<file path="src/rtl/osw_pkg.sv">
// ----------------------------------------------------------------------------
// osw_pkg
// shared types and constants of the one-sided window average block
// ----------------------------------------------------------------------------
package osw_pkg;

  // width of the signed window extent register
  localparam int HW_WIDTH = 7;

  // commands from the controller to the datapath
  typedef struct packed {
    logic accept;    // take the input word, write it to history
    logic acc_step;  // issue one history read / add one entry to the sum
    logic div_go;    // start the divider on sum / count
    logic emit;      // load the quotient into the output register
    logic sub_rd;    // read the oldest entry of the current window
    logic sub;       // drop that entry from the sum, shrink the count
  } osw_cmd_t;

  // status from the datapath to the controller
  typedef struct packed {
    logic has_result;  // the word being accepted produces at least one result
    logic acc_done;    // every window entry has been added
    logic div_busy;    // divider still iterating
    logic out_free;    // output register can take a word this cycle
    logic more;        // flush still has shorter windows to emit
  } osw_sts_t;

endpackage

</file>
<file path="src/rtl/osw_div.sv">
// ----------------------------------------------------------------------------
// osw_div
// signed by unsigned restoring divider, one quotient bit per cycle,
// truncating toward zero
// ----------------------------------------------------------------------------
module osw_div #(
  parameter int DW = 38,
  parameter int VW = 7,
  parameter int QW = 32
) (
  input  logic                 clk,
  input  logic                 rst,
  input  logic                 start,
  input  logic signed [DW-1:0] dividend,
  input  logic        [VW-1:0] divisor,
  output logic                 busy,
  output logic        [QW-1:0] quotient
);

  localparam int SCW = $clog2(DW + 1);

  logic [DW-1:0]  quo;
  logic [VW-1:0]  rem;
  logic [VW-1:0]  dvs;
  logic           neg;
  logic [SCW-1:0] steps;

  logic [VW:0]    trial;
  logic           fits;
  logic [DW-1:0]  quo_signed;

  assign trial      = {rem, quo[DW-1]};
  assign fits       = trial >= {1'b0, dvs};
  assign quo_signed = neg ? (~quo + 1'b1) : quo;
  assign quotient   = quo_signed[QW-1:0];

  always_ff @(posedge clk) begin
    if (rst) begin
      busy  <= 1'b0;
      steps <= '0;
    end else if (start) begin
      busy  <= 1'b1;
      steps <= SCW'(DW);
    end else if (busy) begin
      steps <= steps - 1'b1;
      if (steps == SCW'(1)) begin
        busy <= 1'b0;
      end
    end
  end

  always_ff @(posedge clk) begin
    if (start) begin
      neg <= dividend[DW-1];
      quo <= dividend[DW-1] ? (~dividend + 1'b1) : dividend;
      rem <= '0;
      dvs <= divisor;
    end else if (busy) begin
      quo <= {quo[DW-2:0], fits};
      rem <= fits ? VW'(trial - {1'b0, dvs}) : trial[VW-1:0];
    end
  end

endmodule

</file>
<file path="src/rtl/osw_dp.sv">
// ----------------------------------------------------------------------------
// osw_dp
// datapath: extent register, history ring, window sum, divider and
// output register
// ----------------------------------------------------------------------------
module osw_dp import osw_pkg::*; #(
  parameter int MAX_HALF_WINDOW = 63,
  parameter int SAMPLE_WIDTH    = 32
) (
  input  logic                    clk,
  input  logic                    rst,
  input  logic                    cfg_wr,
  input  logic [HW_WIDTH-1:0]     cfg_value,
  input  logic [SAMPLE_WIDTH-1:0] sample,
  input  logic                    seq_end,
  input  osw_cmd_t                cmd,
  output osw_sts_t                sts,
  input  logic                    out_take,
  output logic                    out_valid,
  output logic [SAMPLE_WIDTH-1:0] average,
  output logic                    run_last,
  output logic                    seq_done
);

  localparam int AW    = $clog2(MAX_HALF_WINDOW + 1) < 1 ? 1 : $clog2(MAX_HALF_WINDOW + 1);
  localparam int DEPTH = 1 << AW;
  localparam int CW    = AW + 1;
  localparam int SW    = SAMPLE_WIDTH + AW;
  localparam logic [7:0] MAXK = 8'(MAX_HALF_WINDOW);

  logic [HW_WIDTH-1:0]     half_window;
  logic [SAMPLE_WIDTH-1:0] history [DEPTH];
  logic [SAMPLE_WIDTH-1:0] rd_data;
  logic [AW-1:0]           write_slot;
  logic [CW-1:0]           samples_seen;
  logic signed [SW-1:0]    window_sum;
  logic [CW-1:0]           count;
  logic [CW-1:0]           back;
  logic                    pend;
  logic                    flush;
  logic                    last;

  logic [CW-1:0]           seen_next;
  logic [HW_WIDTH-1:0]     k_abs;
  logic [7:0]              k_clip;
  logic [7:0]              k_plus1;
  logic [7:0]              cnt_wide;
  logic [CW-1:0]           cnt_next;
  logic                    look_ahead;
  logic                    rd_en;
  logic [AW-1:0]           rd_addr;
  logic signed [SW-1:0]    rd_ext;
  logic                    div_busy;
  logic [SAMPLE_WIDTH-1:0] quotient;

  // window count for the word being accepted
  always_comb begin
    seen_next  = (samples_seen == CW'(DEPTH)) ? samples_seen : samples_seen + 1'b1;
    k_abs      = half_window[HW_WIDTH-1] ? (~half_window + 1'b1) : half_window;
    k_clip     = ({1'b0, k_abs} > MAXK) ? MAXK : {1'b0, k_abs};
    k_plus1    = k_clip + 8'd1;
    look_ahead = !half_window[HW_WIDTH-1] && (half_window != '0);
    if (half_window == '0) begin
      cnt_wide = 8'd1;
    end else if (8'(seen_next) < k_plus1) begin
      cnt_wide = 8'(seen_next);
    end else begin
      cnt_wide = k_plus1;
    end
    cnt_next = cnt_wide[CW-1:0];
  end

  // history reads: newest-first during the sum, oldest of window on a drop
  always_comb begin
    rd_en   = 1'b0;
    rd_addr = write_slot - AW'(1) - back[AW-1:0];
    if (cmd.acc_step && (back != count)) begin
      rd_en = 1'b1;
    end else if (cmd.sub_rd) begin
      rd_en   = 1'b1;
      rd_addr = write_slot - count[AW-1:0];
    end
  end

  assign rd_ext = SW'($signed(rd_data));

  always_ff @(posedge clk) begin
    if (cmd.accept) begin
      history[write_slot] <= sample;
    end
    if (rd_en) begin
      rd_data <= history[rd_addr];
    end
  end

  always_ff @(posedge clk) begin
    if (rst) begin
      half_window <= '0;
    end else if (cfg_wr) begin
      half_window <= cfg_value;
    end
  end

  // sequence position and window bookkeeping
  always_ff @(posedge clk) begin
    if (rst) begin
      write_slot   <= '0;
      samples_seen <= '0;
      pend         <= 1'b0;
      window_sum   <= '0;
    end else begin
      pend <= cmd.acc_step && (back != count);
      if (cmd.accept) begin
        write_slot   <= write_slot + 1'b1;
        samples_seen <= seen_next;
        window_sum   <= '0;
      end else if (cmd.acc_step && pend) begin
        window_sum <= window_sum + rd_ext;
      end else if (cmd.sub) begin
        window_sum <= window_sum - rd_ext;
      end else if (cmd.emit && !sts.more && last) begin
        // sequence closed: next word starts a fresh ring
        write_slot   <= '0;
        samples_seen <= '0;
        window_sum   <= '0;
      end
    end
  end

  always_ff @(posedge clk) begin
    if (cmd.accept) begin
      count <= cnt_next;
      back  <= '0;
      flush <= look_ahead && seq_end;
      last  <= seq_end;
    end else begin
      if (cmd.acc_step && (back != count)) begin
        back <= back + 1'b1;
      end
      if (cmd.sub) begin
        count <= count - 1'b1;
      end
    end
  end

  osw_div #(
    .DW (SW),
    .VW (CW),
    .QW (SAMPLE_WIDTH)
  ) u_div (
    .clk      (clk),
    .rst      (rst),
    .start    (cmd.div_go),
    .dividend (window_sum),
    .divisor  (count),
    .busy     (div_busy),
    .quotient (quotient)
  );

  always_ff @(posedge clk) begin
    if (rst) begin
      out_valid <= 1'b0;
    end else if (cmd.emit) begin
      out_valid <= 1'b1;
    end else if (out_take) begin
      out_valid <= 1'b0;
    end
  end

  always_ff @(posedge clk) begin
    if (cmd.emit) begin
      average  <= quotient;
      run_last <= !sts.more;
      seq_done <= !sts.more && last;
    end
  end

  always_comb begin
    sts.has_result = !(look_ahead && !seq_end && (8'(seen_next) < k_plus1));
    sts.acc_done   = (back == count) && !pend;
    sts.div_busy   = div_busy;
    sts.out_free   = !out_valid || out_take;
    sts.more       = flush && (count != CW'(1));
  end

endmodule

</file>
<file path="src/rtl/osw_ctrl.sv">
// ----------------------------------------------------------------------------
// osw_ctrl
// sequencer: accept, sum the window, divide, emit, and walk the flush
// ----------------------------------------------------------------------------
module osw_ctrl import osw_pkg::*; (
  input  logic     clk,
  input  logic     rst,
  input  logic     in_valid,
  output logic     in_ready,
  input  osw_sts_t sts,
  output osw_cmd_t cmd
);

  typedef enum logic [5:0] {
    ST_IDLE   = 6'b000001,
    ST_ACC    = 6'b000010,
    ST_DIV_GO = 6'b000100,
    ST_DIV    = 6'b001000,
    ST_SUB_RD = 6'b010000,
    ST_SUB    = 6'b100000
  } state_t;

  state_t state;
  state_t state_next;

  assign in_ready = (state == ST_IDLE);

  always_comb begin
    state_next = state;
    cmd        = '0;
    case (state)
      ST_IDLE: begin
        if (in_valid) begin
          cmd.accept = 1'b1;
          if (sts.has_result) begin
            state_next = ST_ACC;
          end
        end
      end
      ST_ACC: begin
        cmd.acc_step = 1'b1;
        if (sts.acc_done) begin
          state_next = ST_DIV_GO;
        end
      end
      ST_DIV_GO: begin
        cmd.div_go = 1'b1;
        state_next = ST_DIV;
      end
      ST_DIV: begin
        if (!sts.div_busy && sts.out_free) begin
          cmd.emit   = 1'b1;
          state_next = sts.more ? ST_SUB_RD : ST_IDLE;
        end
      end
      ST_SUB_RD: begin
        cmd.sub_rd = 1'b1;
        state_next = ST_SUB;
      end
      ST_SUB: begin
        cmd.sub    = 1'b1;
        state_next = ST_DIV_GO;
      end
      default: begin
        state_next = ST_IDLE;
      end
    endcase
  end

  always_ff @(posedge clk) begin
    if (rst) begin
      state <= ST_IDLE;
    end else begin
      state <= state_next;
    end
  end

endmodule

</file>
<file path="src/rtl/one_sided_window_average.sv">
// ----------------------------------------------------------------------------
// one_sided_window_average
// one-sided moving average of a signed fixed-point stream, clipped at the
// sequence edges, with a look-back, look-ahead or pass-through mode
// ----------------------------------------------------------------------------
//
// channel   dir  handshake            word contents
// --------  ---  -------------------  ----------------------------------------
// in        in   in_tvalid/in_tready  tdata: sample, tlast: seq_end
// out       out  out_tvalid/out_tready tdata: average, tlast: run_last,
//                                     tuser: seq_done
// cfg       in   cfg_valid/cfg_ready  cfg_data: half_window (always ready)
//
// one word is worked on at a time. a word is accepted, then its n-entry
// window is summed from the history ring (one read port, one entry a
// cycle, then the last entry is added and the sum seen done), the divider
// is launched, the bit-serial divider runs and the result is emitted once
// the output is free. each further flush result reads the oldest entry of
// the window, drops it from the sum, runs the divider again and is emitted.
// a word that completes no window (look-ahead, window not yet full) is
// only accepted. rst is synchronous and clears control state and the extent.
// a stalled output holds the result register; the next input word is taken
// as soon as the sequencer is back in idle, even while that result waits.
//
module one_sided_window_average import osw_pkg::*; #(
  parameter int MAX_HALF_WINDOW = 63,
  parameter int SAMPLE_WIDTH    = 32
) (
  input  logic                  clk,
  input  logic                  rst,
  // configuration write
  input  logic                  cfg_valid,
  output logic                  cfg_ready,
  input  logic [HW_WIDTH-1:0]   cfg_data,
  // input words
  input  logic                  in_tvalid,
  output logic                  in_tready,
  input  logic [((SAMPLE_WIDTH + 7) / 8) * 8 - 1:0] in_tdata,  // [SAMPLE_WIDTH-1:0] sample
  input  logic                  in_tlast,    // seq_end
  // result words
  output logic                  out_tvalid,
  input  logic                  out_tready,
  output logic [((SAMPLE_WIDTH + 7) / 8) * 8 - 1:0] out_tdata, // [SAMPLE_WIDTH-1:0] average
  output logic                  out_tlast,   // run_last
  output logic                  out_tuser    // seq_done
);

  // tdata is padded up to whole bytes
  localparam int DBW = ((SAMPLE_WIDTH + 7) / 8) * 8;

  osw_cmd_t                cmd;
  osw_sts_t                sts;
  logic [SAMPLE_WIDTH-1:0] average;

  // writes must arrive only while idle (not enforced here); the register is always open
  assign cfg_ready = 1'b1;

  osw_ctrl u_ctrl (
    .clk      (clk),
    .rst      (rst),
    .in_valid (in_tvalid),
    .in_ready (in_tready),
    .sts      (sts),
    .cmd      (cmd)
  );

  osw_dp #(
    .MAX_HALF_WINDOW (MAX_HALF_WINDOW),
    .SAMPLE_WIDTH    (SAMPLE_WIDTH)
  ) u_dp (
    .clk       (clk),
    .rst       (rst),
    .cfg_wr    (cfg_valid),
    .cfg_value (cfg_data),
    .sample    (in_tdata[SAMPLE_WIDTH-1:0]),
    .seq_end   (in_tlast),
    .cmd       (cmd),
    .sts       (sts),
    .out_take  (out_tready),
    .out_valid (out_tvalid),
    .average   (average),
    .run_last  (out_tlast),
    .seq_done  (out_tuser)
  );

  // zero fill above the average field
  assign out_tdata = DBW'(average);

endmodule
</file>
<file path="config.mk">
export PLATFORM = sky130hd
export DESIGN_NAME = one_sided_window_average
export DESIGN_NICKNAME = d
export VERILOG_FILES = /design/src/rtl/osw_pkg.sv /design/src/rtl/osw_div.sv /design/src/rtl/osw_dp.sv /design/src/rtl/osw_ctrl.sv /design/src/rtl/one_sided_window_average.sv
export SDC_FILE = /design/constraint.sdc
export NUM_CORES = 2
export LEC_CHECK = 0
export BUFFER_PORTS_ARGS = -buffer_cell sky130_fd_sc_hd__buf_4
export CORE_ASPECT_RATIO = 0.5
export CORE_MARGIN = 2
export CORE_UTILIZATION = 50
export CTS_CLUSTER_SIZE = 16
export DETAILED_ROUTE_END_ITERATION = 8
export PLACE_DENSITY = 0.73
export SLEW_MARGIN = 20
export SYNTH_ARGS = -nofsm -noshare
export SYNTH_HDL_FRONTEND = slang
export SYNTH_SLANG_ARGS = --single-unit
export TNS_END_PERCENT = 5
</file>
<file path="constraint.sdc">
create_clock -name clk -period 6.08 [get_ports clk]
set_input_delay 1.52 -clock clk [delete_from_list [all_inputs] [get_ports clk]]
set_output_delay 1.52 -clock clk [all_outputs]
set_load 0.05 [all_outputs]
</file>
# Yosys cells after proc, flatten, opt, wreduce, memory -nomap -nowiden
# Memories as Yosys holds them, arrays and structs flattened. A register that Yosys moved wholly into a read port is not among the register bits.
# Cells that the tools add are included.
# classes
n_addsub	15
n_lt_le_gt_ge	3
eq_ne	17
n_mux	50
bitwise_logic	3
reduce_logical	30
# op_table
op	n
two-way mux 38 bit	6
two-way mux 7 bit	12
two-way mux 6 bit	12
adder 38 x 1 -> 38 bit (second input constant)	1
adder 38 x 32 -> 38 bit	1
NOT 38 bit	1
subtractor 38 x 32 -> 38 bit	1
case mux 6 bit (6 select lines)	1
adder 32 x 1 -> 32 bit (second input constant)	1
two-way mux 32 bit	1
NOT 32 bit	1
adder 7 x 1 -> 7 bit (second input constant)	3
two-way mux 1 bit	17
== test 6 x 1 -> 1 bit (second input constant)	2
logical AND 1 bit	12
subtractor 6 x 1 -> 6 bit (second input constant)	2
subtractor 6 bit	2
adder 7 x 1 -> 8 bit (second input constant)	1
greater-or-equal comparator 8 x 7 -> 1 bit	1
less-than comparator 7 x 8 -> 1 bit	1
!= test 2 bit (second input constant)	4
nonzero test 2 bit	4
== test 7 bit	1
== test 7 bit (second input constant)	1
other kinds (22)	29
# word_totals
reg_bits	176
mem_bits_rw	2048
inputBits	45
output_inout_bits	37
word_cells	140
n_memories	1
# mem_list
name	depth	word_bits	read_ports	rd_ports_with_merged_regs	wr	line	source
u_dp.history	64	32	1	1	1	osw_dp.sv:32	logic [SAMPLE_WIDTH-1:0] history [DEPTH];

# Depth between registers and ports, before layout
# depth
ltp_word	11
depth_mapped	18
ltp_nobuf	17

# Hierarchy
# Synthesis repeated with hierarchy kept, for this count alone.
# unflattened
hier_cells	7789
hier_area_um2	95699.3
# by_module_without_submodules
module	n_inst	cells_per_inst	area_per_inst_um2	seq_area_each_um2
osw_dp	1	7282	91078.6	65092.4
osw_div	1	463	4240.3	1661.6
osw_ctrl	1	42	369.1	120.1
one_sided_window_average	1	2	11.3	0.0

# Worst setup path before layout
# Ideal clock, no wire load.
# synth_timing
kind	register to register
from	register u_ctrl.state[1]
to	memory u_dp.history[62][0], enable pin
setup_time_ps	421
t_arrival_ps	4466
slack_ps	1193
stages_incl_launch_ff	9
synth_period_minus_slack_ps	4887
cell_sequence	dfxtp_1 -> clkbuf_2 -> nor4_1 -> nor3b_1 -> nand2_1 -> clkbuf_1 -> nor2_1 -> nand3_1 -> nor2_1
# synth_between
elab_chain_cells	4
# synth_rtl
element	line	source
start: declaration	osw_ctrl.sv:23	state_t state;
start signal: assignment	osw_ctrl.sv:74	state <= state_next;
== test 6 x 1 -> 1 bit	--	
named net in_tready	one_sided_window_average.sv:37	output logic in_tready,
two-way mux 1 bit	osw_ctrl.sv:31	case (state)
two-way mux 1 bit	osw_dp.sv:88	if (cmd.accept) begin
two-way mux 1 bit (not written as such)	osw_dp.sv:89	history[write_slot] <= sample;
end: declaration	osw_dp.sv:32	
# The timed path passes the listed nets, and every way through them passes these cells.

# Final worst setup path
# layout_timing
from	register u_dp.count[0]
to	register u_dp.rd_data[23] (read register of u_dp.history) (data pin)
# layout_between
elab_chain_cells	3
word_cells_on_any_way	6
# layout_rtl
element	line	source
start: declaration	osw_dp.sv:37	logic [CW-1:0] count;
start signal: assignment	osw_dp.sv:132	count <= cnt_next;
start signal: assignment	osw_dp.sv:141	count <= count - 1'b1;
subtractor 6 bit / != test 7 bit (equally long branches)	osw_dp.sv:81, osw_dp.sv:77	
two-way mux 6 bit / logical AND 1 bit (equally long branches)	osw_dp.sv:79, osw_dp.sv:77	
two-way mux 6 bit / two-way mux 1 bit (equally long branches)	osw_dp.sv:77	if (cmd.acc_step && (back != count)) begin
end: declaration	osw_dp.sv:33	logic [SAMPLE_WIDTH-1:0] rd_data;
# Parallel ways exist; a longest one is shown, timed or not.
# A chain may end at the register's enable or synchronous reset.

==> impl_metrics.toml <==
[status]
status = "finished, final reports clean"

[worst_setup_path]
crit_type = "reg2reg"
path_buf_inv = 3
critPathCaptureType = "register"
required_ps = 6640
cpMaxStageDelayCell = "a21oi_4"
cp_max_fo = 53
startpoint_type = "register"
crit_chain = "ha_1, inv_1, fa_1, nor2_1, a21oi_4, buf_12, buf_4, mux4_2, mux2i_1, a21oi_1, a22oi_1, nand2_1"
cpPeakStageDelay_ps = 790
critPathTopFamily = "compound AO/OA/AOI/OAI gates"
worst_ep_arrival_time_ps = 5520

[flow_run]
cap_violations = 0

[sta]
fin_skew_ps = 77.6
setup_ws_ps = 1130
drv_slew = 0
worst_pin_slew_ps = 1160
period_share = 0.815
hold_viol_final = 0
setup_violations = 0
tns_ps = 0
timing.hold.ws_ps = 476
relSlewSlack = 0.227
clock.fmax_ghz = 0.202
rsz0062_at_grt = "no"
fin_crit_ps = 4950

[place]
gp_congestion = 0.877
dp.cells = 8571
port_buffers = 80
dp_slack_ps = 1110
dpl.hpwl_um = 151000

[logic_synthesis]
postSynthCellCount = 6133
synthSimpleGateAreaFrac = 0.0771
ys_seq_area_frac = 0.713
yosys.area.top_type = "edfxtp_1"
avgSynthCellArea_um2 = 15.3
synth_fa_ha_area_frac = 0.0156
synth_top_area_share = 0.694
netlist_area_um2 = 93800
synthDistinctLibCells = 92
synth_top_family_by_area = "multiplexers"
synth_top_flop_cell = "edfxtp_1"
async_flop_share = 0
synth_compound_area_frac = 0.0677
synthesis.nets = 6292
synth_xor_area_frac = 0.0124
synth_edf_count = 2169
synth.mux.area_fraction = 0.0921
synth_seq_cells = 2256
synth.area.top_cells = "edfxtp_1, mux4_2, nand2_1"
ys_warn_count = 0

[power_and_ir_drop]
power_frac_comb = 0.203
ir_worst_vdd_v = 0.000249
p_leak_uw = 0.0349
p_sw_uw = 10800
swShare = 0.290
p_per_area_nw_per_um2 = 354
pwr-share-clk = 0.330
internal-power_uw = 26300
seqPwrFrac = 0.467

[global_route]
grt_max_degree = 82
antenna_found_initial = 12
grt-ovfl-total = 0
grtUsageTotal = 0.263
grt_pass1_wl_um = 365000
grt_pass1_vias = 54300

[clock_network]
postCtsSetupRepairBufs = 0
cts_root_buf = "clkbuf_16"
postCtsHoldBufs = 0
clockBufferDepth = 3
clk_latency_ps = 860
ctsResizeCount = 0
clock_sinks = 2256
cts_inserted_buffers = 194
cts_max_level = 4
cts_tree = "built"
path_clk_slew_ps = 60

[die]
rows = 112
die_w_um = 617
die_height_um = 310
die_area_um2 = 191000
io_pins = 82
start_util = 0.503
core_um2 = 187000

[routing]
avgViaCountPerCell = 6.34
drc = 0
dr_total_vias = 56600
antenna_left = 0
dr.pass1.iters = 6
drtIter0Drc = 8699
wl_per_cell_um = 28.4
totalWireLength_um = 254000

[finish]
syn_to_final_growth_pct = 11.8
final_cells = 8933
nNetsFinal = 6418
fin_util = 0.562
final_common_cell = "edfxtp_1"
mostFrequentLayoutCells = "edfxtp_1, nand2_1, nand3_1"
drive_above_1_share = 0.146

[min_path]
min_path_type = "reg2reg"
-- worst paths after layout --
path,cells past startpoint,to,start,slack [ps]
setup / recovery,12,u_dp.rd_data[23]$_DFFE_PP_,u_dp.count[0]$_DFFE_PP_,1130
hold reg to reg,2,u_dp.u_div.rem[6]$_SDFFE_PP0P_,u_dp.u_div.rem[6]$_SDFFE_PP0P_,480
setup reg to reg,12,u_dp.rd_data[23]$_DFFE_PP_,u_dp.count[0]$_DFFE_PP_,1130
hold / removal,2,u_dp.u_div.rem[6]$_SDFFE_PP0P_,u_dp.u_div.rem[6]$_SDFFE_PP0P_,480
-- metal layers --
metal  share of wire  GRT usage
met5         0.00029          0
met4           0.033     0.0896
met3            0.13     0.0771
met2            0.45      0.400
met1            0.39      0.366
-- cells by family after synthesis --
family / after synthesis
AOI/OAI and AO/OA: 958
xor gates and xnor gates: 133
adders and majority gates: 114
buffers and inverters: 482
DFF: 2256
muxes: 535
other: 1
and+or+nand+nor: 1654
-- worst register-to-register path: stages (launching register included) --
cell	delay [ps]
edfxtp_1	550
ha_1	240
inv_1	60
fa_1	670
nor2_1	130
a21oi_4	790
buf_12	390
buf_4	380
mux4_2	330
mux2i_1	170
a21oi_1	280
a22oi_1	650
nand2_1	100
-- synth_stat cells (17+ instances only) --
| library cell | count |
|---|---|
| xnor2_1 | 80 |
| nor2_1 | 215 |
| buf_4 | 20 |
| o21ai_0 | 138 |
| nand2b_1 | 30 |
| buf_2 | 114 |
| nor2b_1 | 17 |
| ha_1 | 109 |
| nand2_1 | 929 |
| a31oi_1 | 146 |
| a22oi_1 | 76 |
| inv_1 | 121 |
| a32oi_1 | 125 |
| mux2i_1 | 267 |
| xor2_1 | 53 |
| a21o_1 | 28 |
| edfxtp_1 | 2169 |
| nor4_1 | 17 |
| mux4_2 | 262 |
| dfxtp_1 | 87 |
| nand3_1 | 293 |
| o31ai_1 | 32 |
| a21oi_1 | 247 |
| clkbuf_1 | 196 |
| nor3_1 | 32 |
| buf_1 | 21 |
-- per-stage QoR --
stage | power, µW | cell area [µm²]
CTS | 37000 | 105000
global route | 38200 | 105000
finish | 37100 | 105000
global placement | 24900 | 98600
detailed placement | 25000 | 98700
floorplan | 22100 | 93800
-- final cells by class --
class                   instances  area, µm²
diodes                         10       25.0
clock buffers                 244       5110
clock inverters               108       1070
fillers                     13900      81600
inverters                     122        458
multi-input cells            3395      25500
flip-flops and latches       2256      66900
well taps                    2508       3140
repair buffers                290       2750
-- sequential cells by signal, indices dropped and copies added (netlist names), 7 cells and up --
name	count
u_dp.average	32
u_dp.u_div.dvs	7
u_dp.u_div.quo	38
u_dp.count	7
u_dp.window_sum	38
u_dp.samples_seen	7
u_dp.half_window	7
u_dp.back	7
u_dp.history	2048
u_dp.u_div.rem	7
u_dp.rd_data	32
-- power groups by stage --
stage	clock (µW)	combinational (µW)	sequential, µW
finish	12200	7550	17300
global route	12900	7950	17300
CTS	12300	7400	17300
detailed placement	0	7350	17700
global placement	0	7240	17700
floorplan	0	4510	17600
(Power assumes the default switching activity.)
